--- src/hw/rtl/itpc_pkg.sv ---
// Shared constants, types and the operator ranking for the infix-to-postfix converter.
package itpc_pkg;

  localparam int STACK_DEPTH = 32;
  localparam int CNT_W = $clog2(STACK_DEPTH + 1);

  localparam logic [7:0] CH_OPERAND = 8'h23;
  localparam logic [7:0] CH_OPEN    = 8'h28;
  localparam logic [7:0] CH_CLOSE   = 8'h29;
  localparam logic [7:0] CH_AND     = 8'h26;
  localparam logic [7:0] CH_XOR     = 8'h5E;

  typedef logic [CNT_W-1:0] cnt_t;
  typedef logic [1:0] rank_t;

  typedef enum logic [1:0] {
    S_IDLE,
    S_WORK,
    S_FLUSH
  } state_t;

  typedef struct packed {
    logic [7:0] token;
    logic       end_of_expr;
  } in_item_t;

  typedef struct packed {
    logic [7:0] postfix_char;
    logic       no_char;
    logic       overflow;
    logic       last;
  } out_item_t;

  typedef struct packed {
    logic push;
    logic pop;
  } stk_ctl_t;

  function automatic rank_t rank_of(input logic [7:0] c);
    rank_t r;
    case (c)
      CH_AND:  r = 2'd3;
      CH_XOR:  r = 2'd2;
      default: r = 2'd1;
    endcase
    return r;
  endfunction

endpackage

--- src/hw/rtl/itpc_cell.sv ---
// One entry of the shifting operator stack.
module itpc_cell (
  input  logic               clk,
  input  itpc_pkg::stk_ctl_t ctl,
  input  logic [7:0]         above,
  input  logic [7:0]         below,
  output logic [7:0]         entry
);

  logic [7:0] entry_r;

  // A push moves every entry one place down, a pop one place up.
  always_ff @(posedge clk) begin
    if (ctl.push) begin
      entry_r <= above;
    end else if (ctl.pop) begin
      entry_r <= below;
    end
  end

  assign entry = entry_r;

endmodule

--- src/hw/rtl/itpc_stack.sv ---
// Operator stack built as a chain of cells, with the top entry in the first cell.
module itpc_stack (
  input  logic               clk,
  input  itpc_pkg::stk_ctl_t ctl,
  input  logic [7:0]         push_char,
  output logic [7:0]         top_char,
  output logic [7:0]         second_char
);

  logic [7:0] entry_w [itpc_pkg::STACK_DEPTH];

  for (genvar i = 0; i < itpc_pkg::STACK_DEPTH; i++) begin : g_cell
    logic [7:0] above_w;
    logic [7:0] below_w;

    if (i == 0) begin : g_first
      assign above_w = push_char;
    end else begin : g_mid_a
      assign above_w = entry_w[i-1];
    end

    if (i == itpc_pkg::STACK_DEPTH - 1) begin : g_end
      assign below_w = 8'h00;
    end else begin : g_mid_b
      assign below_w = entry_w[i+1];
    end

    itpc_cell u_cell (
      .clk   (clk),
      .ctl   (ctl),
      .above (above_w),
      .below (below_w),
      .entry (entry_w[i])
    );
  end

  assign top_char    = entry_w[0];
  assign second_char = entry_w[1];

endmodule

--- src/hw/rtl/infix_to_postfix_converter_unit.sv ---
// Top level of the infix-to-postfix converter: request sequencer, stack and output register.
//
// Infix characters arrive as requests on the in_ channel, one byte each, with
// end_of_expr marking the final byte of an expression. Postfix characters leave
// on the out_ channel, one request per emitted byte; the final request of an
// expression carries last, and an expression tail that emits nothing gives one
// request with no_char set. overflow reports the sticky full-stack flag.
// A request is taken only while the sequencer is idle. Each character is then
// accepted, pops stack entries one at a time, and finishes by pushing,
// dropping or emitting; an end character then flushes the remaining entries
// one at a time and closes. An operand is emitted from the work state into
// the output register once the output slot is free. The stack shifts by one
// entry per cycle when pushed or popped. Reset empties the stack and clears
// the overflow flag and the output valid flag. While out_stall is high the
// held request stays unchanged and the sequencer waits before producing the
// next character; a character that emits nothing still proceeds.
module infix_to_postfix_converter_unit (
  input  logic                clk,
  input  logic                rst_n,
  input  logic                in_valid,
  output logic                in_stall,
  input  itpc_pkg::in_item_t  in_data,
  output logic                out_valid,
  input  logic                out_stall,
  output itpc_pkg::out_item_t out_data
);

  itpc_pkg::state_t    state_r, state_nxt;
  logic [7:0]          tok_r;
  logic                end_r;
  itpc_pkg::cnt_t      count_r, count_nxt;
  logic                ovf_r, ovf_nxt;
  logic                emitted_r, emitted_nxt;
  logic                out_valid_r;
  itpc_pkg::out_item_t out_item_r;

  itpc_pkg::stk_ctl_t  stk_ctl;
  logic [7:0]          top_char;
  logic [7:0]          second_char;

  logic                accept;
  logic                slot_free;
  logic                cnt_nz;
  logic                full;
  logic                top_open;
  logic                close_emit;
  logic                oper_pop;
  logic                emit;
  itpc_pkg::out_item_t emit_item;

  itpc_stack u_stack (
    .clk         (clk),
    .ctl         (stk_ctl),
    .push_char   (tok_r),
    .top_char    (top_char),
    .second_char (second_char)
  );

  assign in_stall = (state_r != itpc_pkg::S_IDLE);
  assign accept   = in_valid && !in_stall;

  always_comb begin
    slot_free  = !out_valid_r || !out_stall;
    cnt_nz     = (count_r != '0);
    full       = (count_r == itpc_pkg::CNT_W'(itpc_pkg::STACK_DEPTH));
    top_open   = (top_char == itpc_pkg::CH_OPEN);
    close_emit = cnt_nz && !top_open;
    oper_pop   = cnt_nz && !top_open &&
                 (itpc_pkg::rank_of(tok_r) <= itpc_pkg::rank_of(top_char));
  end

  // Next state.
  always_comb begin
    state_nxt = state_r;
    case (state_r)
      itpc_pkg::S_IDLE: begin
        if (accept) begin
          state_nxt = itpc_pkg::S_WORK;
        end
      end
      itpc_pkg::S_WORK: begin
        logic done;
        done = 1'b0;
        if (tok_r == itpc_pkg::CH_OPERAND) begin
          done = slot_free;
        end else if (tok_r == itpc_pkg::CH_OPEN) begin
          done = 1'b1;
        end else if (tok_r == itpc_pkg::CH_CLOSE) begin
          done = !close_emit;
        end else begin
          done = !oper_pop;
        end
        if (done) begin
          state_nxt = end_r ? itpc_pkg::S_FLUSH : itpc_pkg::S_IDLE;
        end
      end
      itpc_pkg::S_FLUSH: begin
        if (!cnt_nz && (emitted_r || slot_free)) begin
          state_nxt = itpc_pkg::S_IDLE;
        end
      end
      default: state_nxt = itpc_pkg::S_IDLE;
    endcase
  end

  // Stack operations and emitted characters.
  always_comb begin
    emit        = 1'b0;
    emit_item   = '0;
    stk_ctl     = '0;
    count_nxt   = count_r;
    ovf_nxt     = ovf_r;
    emitted_nxt = emitted_r;
    emit_item.overflow = ovf_r;
    case (state_r)
      itpc_pkg::S_IDLE: begin
        if (accept) begin
          emitted_nxt = 1'b0;
        end
      end
      itpc_pkg::S_WORK: begin
        if (tok_r == itpc_pkg::CH_OPERAND) begin
          if (slot_free) begin
            emit                   = 1'b1;
            emit_item.postfix_char = tok_r;
            emit_item.last         = end_r && !cnt_nz;
          end
        end else if (tok_r == itpc_pkg::CH_CLOSE) begin
          if (close_emit) begin
            if (slot_free) begin
              emit                   = 1'b1;
              emit_item.postfix_char = top_char;
              // Last only if nothing remains once a matching open bracket is dropped.
              emit_item.last = end_r &&
                ((count_r == itpc_pkg::CNT_W'(1)) ||
                 ((count_r == itpc_pkg::CNT_W'(2)) && (second_char == itpc_pkg::CH_OPEN)));
              stk_ctl.pop = 1'b1;
              count_nxt   = count_r - itpc_pkg::CNT_W'(1);
            end
          end else if (cnt_nz) begin
            stk_ctl.pop = 1'b1;
            count_nxt   = count_r - itpc_pkg::CNT_W'(1);
          end
        end else if ((tok_r != itpc_pkg::CH_OPEN) && oper_pop) begin
          if (slot_free) begin
            emit                   = 1'b1;
            emit_item.postfix_char = top_char;
            stk_ctl.pop            = 1'b1;
            count_nxt              = count_r - itpc_pkg::CNT_W'(1);
          end
        end else begin
          if (full) begin
            ovf_nxt = 1'b1;
          end else begin
            stk_ctl.push = 1'b1;
            count_nxt    = count_r + itpc_pkg::CNT_W'(1);
          end
        end
      end
      itpc_pkg::S_FLUSH: begin
        if (cnt_nz) begin
          if (slot_free) begin
            emit                   = 1'b1;
            emit_item.postfix_char = top_char;
            emit_item.last         = (count_r == itpc_pkg::CNT_W'(1));
            stk_ctl.pop            = 1'b1;
            count_nxt              = count_r - itpc_pkg::CNT_W'(1);
          end
        end else if (!emitted_r && slot_free) begin
          emit              = 1'b1;
          emit_item.no_char = 1'b1;
          emit_item.last    = 1'b1;
        end
      end
      default: begin
        emit = 1'b0;
      end
    endcase
    if (emit) begin
      emitted_nxt = 1'b1;
    end
  end

  always_ff @(posedge clk) begin
    if (!rst_n) begin
      state_r     <= itpc_pkg::S_IDLE;
      end_r       <= 1'b0;
      count_r     <= '0;
      ovf_r       <= 1'b0;
      emitted_r   <= 1'b0;
      out_valid_r <= 1'b0;
    end else begin
      state_r   <= state_nxt;
      count_r   <= count_nxt;
      ovf_r     <= ovf_nxt;
      emitted_r <= emitted_nxt;
      if (accept) begin
        end_r <= in_data.end_of_expr;
      end
      if (emit) begin
        out_valid_r <= 1'b1;
      end else if (!out_stall) begin
        out_valid_r <= 1'b0;
      end
    end
  end

  always_ff @(posedge clk) begin
    if (accept) begin
      tok_r <= in_data.token;
    end
    if (emit) begin
      out_item_r <= emit_item;
    end
  end

  assign out_valid = out_valid_r;
  assign out_data  = out_item_r;

  a_count_bound: assert property (@(posedge clk) disable iff (!rst_n)
    count_r <= itpc_pkg::CNT_W'(itpc_pkg::STACK_DEPTH))
    else $error("stack count beyond depth");

  a_ovf_sticky: assert property (@(posedge clk) disable iff (!rst_n)
    ovf_r |=> ovf_r)
    else $error("overflow flag cleared without reset");

  a_accept_work: assert property (@(posedge clk) disable iff (!rst_n)
    accept |=> (state_r == itpc_pkg::S_WORK))
    else $error("accepted request not processed");

  a_no_char_last: assert property (@(posedge clk) disable iff (!rst_n)
    (out_valid && out_data.no_char) |-> (out_data.last && (out_data.postfix_char == 8'h00)))
    else $error("empty result not marked last");

endmodule
--- config.mk ---
export PLATFORM = sky130hd
export DESIGN_NAME = infix_to_postfix_converter_unit
export DESIGN_NICKNAME = d
export VERILOG_FILES = /design/src/hw/rtl/itpc_pkg.sv /design/src/hw/rtl/itpc_cell.sv /design/src/hw/rtl/itpc_stack.sv /design/src/hw/rtl/infix_to_postfix_converter_unit.sv
export SDC_FILE = /design/constraint.sdc
export NUM_CORES = 1
export LEC_CHECK = 0
export ABC_AREA = 0
export BUFFER_PORTS_ARGS = -buffer_cell sky130_fd_sc_hd__buf_2
export CORE_MARGIN = 2
export CORE_UTILIZATION = 40
export CTS_CLUSTER_SIZE = 14
export DETAILED_ROUTE_END_ITERATION = 12
export SYNTH_ARGS = -nofsm -noshare
export SYNTH_HDL_FRONTEND = slang
export SYNTH_SLANG_ARGS = --single-unit
--- constraint.sdc ---
create_clock -name clk -period 18.9 [get_ports clk]
set_clock_uncertainty 0.05 [all_clocks]
set_input_delay 1.89 -clock clk [delete_from_list [all_inputs] [get_ports clk]]
set_output_delay 1.89 -clock clk [all_outputs]
set_load 0.02 [all_outputs]
==> results of run 1 <==
[power by group through the flow]
stage	logic [mW]	registers, mW	clock network [mW]
finish	1.01	1.44	0.604
global route	1.19	1.48	0.645
CTS	1.03	1.44	0.622
detailed placement	1.03	1.45	0
global placement	1.01	1.44	0
floorplan	0.872	1.55	0
[cells in the mapped netlist (3+ instances only)]
library cell | instances | area, um2
nor3_1 | 8 | 40.0
a211oi_1 | 3 | 22.5
a21oi_1 | 17 | 85.1
o32ai_1 | 3 | 26.3
o211ai_1 | 3 | 22.5
nand3_1 | 6 | 30.0
nand2b_1 | 7 | 43.8
nor2b_1 | 5 | 31.3
nand4_1 | 3 | 18.8
a31oi_1 | 4 | 25.0
inv_1 | 11 | 41.3
dfxtp_1 | 12 | 240
o2111ai_1 | 3 | 26.3
buf_2 | 12 | 60.1
edfxtp_1 | 275 | 8260
ha_1 | 9 | 113
buf_6 | 23 | 259
and2_1 | 15 | 93.8
nor2_1 | 17 | 63.8
o21ai_1 | 4 | 20.0
buf_1 | 3 | 11.3
a21o_1 | 3 | 22.5
o21a_1 | 4 | 30.0
clkbuf_1 | 23 | 86.3
nand2_1 | 766 | 2880
[kinds of logic (layout without fill, tap and decap cells)]
| logic type | after synthesis | count (layout) | share of synthesized area [%] |
|---|---|---|---|
| simple gates | 847 | 847 | 26.2 |
| flops | 287 | 287 | 65.7 |
| buf+inv | 74 | 95 | 3.63 |
| compound gates | 61 | 61 | 3.39 |
| fa+ha+maj | 9 | 9 | 0.871 |
| mux | 2 | 2 | 0.155 |
[sequential cells by signal, indices dropped and copies added (netlist names)]
register,cells
out_valid,1
end_r,1
state_r,2
tok_r,8
emitted_r,1
u_stack.g_cell.u_cell.entry,256
ovf_r,1
count_r,6
out_data,11
[per-layer routing]
metal | track usage [%] | vias to the layer above | wire length [um]
li1 | - | 4242 | -
met1 | 20.2 | 3898 | 11200
met2 | 20.3 | 151 | 9720
met3 | 2.10 | 37 | 864
met4 | 3.62 | 0 | 485
met5 | 0 | - | 0
[metrics by stage]
| step | area, um2 | worst slack (ps) | utilization (%) |
|---|---|---|---|
| 6_report | 14200 | 14140 | 44.8 |
| 5_1_grt | 14200 | 13660 | 44.8 |
| 4_1_cts | 14200 | 14130 | 44.8 |
| 3_5_place_dp | 13200 | 14170 | 41.7 |
| 3_3_place_gp | 13200 | 14170 | 41.7 |
| 2_1_floorplan | 12900 | 4360 | - |
[worst max-delay path: stages, from the launching register on]
cell and delay, ps:
edfxtp_1 480, nor3b_1 220, nand4_1 150, a21boi_0 160, ha_1 300, nor2b_1 130, o21ai_1 280, a31o_4 260
or3_4 620, buf_4 760, buf_4 880, nand2_1 150, nand2_1 110
[final cells by class]
type	count	area share, %
clock buffer	39	5.67
clock inverter	13	1.33
inverter	12	0.317
multi-input combinational	919	28.1
sequential	287	59.8
tap	402	3.54
timing repair buffer	31	1.29
[how the worst max path moves through the flow]
stage	start	end	slack (ps)
after floorplan	out_stall	u_stack.g_cell[0].u_cell.entry[0]	4360
after global placement	tok_r[4]	u_stack.g_cell[1].u_cell.entry[7]	14170
after detailed placement	u_stack.g_cell[0].u_cell.entry[5]	u_stack.g_cell[20].u_cell.entry[0]	14170
after CTS	u_stack.g_cell[0].u_cell.entry[7]	u_stack.g_cell[27].u_cell.entry[7]	14130
after global routing	tok_r[4]	u_stack.g_cell[28].u_cell.entry[0]	13660
final	u_stack.g_cell[0].u_cell.entry[7]	u_stack.g_cell[27].u_cell.entry[7]	14140
==> impl_metrics.ini, run 1 <==
[run_status]
status = completed

[finish]
most-common-layout-cells = nand2_1, edfxtp_1, clkbuf_16
drive_above_1_share_pct = 6.38
nFillCells = 3024
syn_to_final_growth_pct = 9.89
seqCellArea_um2 = 8500
multi_input_area_um2 = 3990
final_common_cell = nand2_1
instances_no_fill = 1703
nets = 1303
diodes = 0

[power_and_ir_drop]
p_switching_mw = 1.12
power_density_nw_per_um2 = 215
internal_power_mw = 1.94
p_seq_share_pct = 47.1
p_sw_share_pct = 36.5
ir_drop_mv = 0.169
p_total_mw = 3.05
p_comb_share_pct = 33.2
leakage_nw = 5.85
p_clk_share_pct = 19.8

[drt]
drt-pass1-iter-count = 5
drc = 0
vias = 8328
antenna_left = 0
via_per_inst = 4.89
wl_per_cell_um = 13.1
drt_iter0_drc = 817
drt-total-wl_um = 22300

[global_routing]
antenna_found_initial = 0
grt_pass1_wl_um = 38600
grt_pass1_vias = 7917
grt-ovfl-total = 0
grt.total_usage_pct = 13.4
grt_max_degree = 257

[timing]
post-route-min-period_ps = 4760
slew_headroom_pct = 5.65
rsz0062_at_grt = no
hold_violations = 0
worst_pin_slew_ps = 1420
fmax_mhz = 210
setup_tns_ps = 0
hold_ws_ps = 395
setup_viol = 0
slew_viol_final = 0
fin_crit_sh_pct = 25.2

[worst_setup_path]
reg2reg_slack_ps = 14140
cp-end-kind = flop
start_kind = flop
crit_fanout = 98
path_class = flop to flop
worstReg2RegStart = u_stack.g_cell[0].u_cell.entry[7]
required_ps = 19260
arrival_ps = 5120
r2r_cells = 12
r2r-end = u_stack.g_cell[27].u_cell.entry[7]

[placed_design]
dpl.hpwl_um = 12400
portBuffers = 25
numPlacedInstances = 1651
gp_congestion = 0.825

[cts]
path_clk_slew_ps = 60
post_cts_buffers = 0
cts_root_buf = clkbuf_16
clkSinkCount = 287
clockBufferDepth = 3
holdBufCountCts = 0
tritoncts = built
clk_latency_ps = 550
htree_num_levels = 1
cts_made_buffers = 30
post_cts_resized = 0

[run]
maxCapViolCount = 0

[synthesis]
ys_seq_elements = 287
ys_types = 58
synth-main-ff-cell = edfxtp_1
synthCells = 1280
syn_nets = 1302
syn_area_um2 = 12900
avgSynthCellArea_um2 = 10.1
yosysSeqAreaShare_pct = 65.7
yosys_warnings = 0
synth_edf_count = 275
synthArstFlopShare_pct = 0

[floorplan]
die_x_um = 184
ioPinCount = 26
die_h_um = 184
fp.dieArea_um2 = 33800
rows = 65
initial_core_util_pct = 40.8
core-area_um2 = 31700

[hold_path]
hold_start = ovf_r
min_to = out_data[1]
hold_class = flop to flop
hold_depth = 0
Note: power is estimated with default switching activity, not from simulation.
==> run 2, diff against run 1 <==
==> constraint.sdc (replaced) <==
create_clock -name clk -period 4 [get_ports clk]
set_clock_uncertainty 0.05 [all_clocks]
set_input_delay 0.4 -clock clk [delete_from_list [all_inputs] [get_ports clk]]
set_output_delay 0.4 -clock clk [all_outputs]
set_load 0.02 [all_outputs]
==> run 2 against run 1 <==
  * Routed wire length is 2.2% higher
  * Core utilization is 0.45 points higher
  * Flip-flop and latch count stayed put
  * Combinational power grew to 4.9 times the previous value
  * Sequential power grew to 4.7 times the previous value
  * Total power grew to 4.8 times the previous value
  * First-iteration DRC count is 7.3% lower
  * Count of clock-buffer cells in the layout is 3 higher
  * Highest routed layer unchanged
  * Design area is 1.0% higher
  * Setup slack worse by 14000 ps
==> impl_metrics.ini, run 2 (synthesis gave the netlist of run 1 again) <==
[run_status]
status = completed

[global_routing]
grt_pass1_wl_um = 38200
antenna_found_initial = 0
grt_pass1_vias = 7854
grt_max_degree = 249
grt.total_usage_pct = 13.5
grt-ovfl-total = 0

[power_and_ir_drop]
ir_drop_mv = 0.683
power_density_nw_per_um2 = 1020
leakage_nw = 5.91

[drt]
vias = 8500
drt_iter0_drc = 757
wl_per_cell_um = 13.3
drc = 0
antenna_left = 0
drt-total-wl_um = 22700
drt-pass1-iter-count = 5
via_per_inst = 4.96

[placed_design]
dpl.hpwl_um = 12800
gp_congestion = 0.827
numPlacedInstances = 1653
portBuffers = 25

[finish]
diodes = 0
largest_reg_flops = 256
final_common_cell = nand2_1
drive_above_1_share_pct = 6.87
syn_to_final_growth_pct = 11.0
instances_no_fill = 1712
nFillCells = 2998
nets = 1309
fin_util_pct = 45.2
most-common-layout-cells = nand2_1, edfxtp_1, clkbuf_16

[floorplan]
initial_core_util_pct = 40.8
rows = 65
ioPinCount = 26
die_h_um = 184
core-area_um2 = 31700
fp.dieArea_um2 = 33800
die_x_um = 184

[timing]
setup_viol = 0
hold_ws_ps = 48.7
fmax_mhz = 295
fin_crit_sh_pct = 84.6
hold_violations = 0
rsz0062_at_grt = no
post-route-min-period_ps = 3380
slew_viol_final = 0
slew_headroom_pct = 29.5
setup_tns_ps = 0
worst_pin_slew_ps = 1060

[cts]
post_cts_buffers = 0
clkSinkCount = 287
cts_root_buf = clkbuf_16
htree_num_levels = 2
tritoncts = built
holdBufCountCts = 0
clk_latency_ps = 500
cts_made_buffers = 34
path_clk_slew_ps = 60
clockBufferDepth = 3
post_cts_resized = 0

[worst_setup_path]
start_kind = flop
cp_num_buf_inv = 1
path_class = flop to flop
cp-end-kind = flop
slowest_delay_ps = 470
crit_fanout = 101
crit_chain = nor3b_1 > nand4_1 > a21boi_1 > ha_1 > nor2b_4 > o21ai_2 > a31o_4 > or3_4 > o21ai_4 > buf_12
cpLargestDelayFamily = simple AND/OR/NAND/NOR gates
required_ps = 4080
arrival_ps = 3460
crit_path_top_delay_cell = edfxtp_1

[run]
maxCapViolCount = 0

[hold_path]
hold_class = primary input to flop
run 2: changes by cell type in the layout (fill, tap and decap cells not counted), moves of 3 or more:
| cell | change |
|---|---|
| clkinv_1 | +6 |
| bufinv_16 | -3 |
| buf_4 | -3 |
| buf_12 | +5 |
| clkbuf_16 | +4 |
run 2: cell type report:
class | instances | area, um2 | share of cell area (%)
flip-flops and latches | 287 | 8500 | 59.2
inverters | 12 | 45.0 | 0.314
repair buffers | 33 | 260 | 1.81
clock inverters | 17 | 134 | 0.933
clock buffers | 42 | 902 | 6.29
multi-input cells | 919 | 4010 | 27.9
well taps | 402 | 503 | 3.50
run 2: final timing paths:
kind | start | end | slack [ps] | cells after the start
setup / recovery | u_stack.g_cell[0].u_cell.entry[7] | u_stack.g_cell[26].u_cell.entry[6] | 620 | 10
hold / removal | in_data[8] | tok_r[7] | 50 | 1
setup reg to reg | u_stack.g_cell[0].u_cell.entry[7] | u_stack.g_cell[26].u_cell.entry[6] | 620 | 10
hold reg to reg | ovf_r | out_data[1] | 400 | 0
run 2: power by group:
part	total [mW]	internal (mW)	switching (mW)	leakage, nW
logic	4.94	1.54	3.40	2.75
clock network	2.90	1.73	1.17	0.502
registers	6.76	5.96	0.806	2.66
run 2: layer usage:
metal / global-route usage, % / up-vias / part of all wire, %
met1: 19.9 / 4036 / 49
met5: 0 / - / 0
li1: - / 4255 / -
met3: 2.79 / 40 / 4.8
met4: 4.16 / 0 / 2.0
met2: 20.1 / 169 / 44
run 2: per-stage QoR:
stage | total power [mW] | setup WS [ps] | cell area [um2]
global placement | 11.7 | 695 | 13300
detailed placement | 11.8 | 658 | 13300
floorplan | 11.0 | -2440 | 13000
global route | 15.8 | 367 | 14400
finish | 14.6 | 615 | 14400
CTS | 14.8 | 627 | 14400
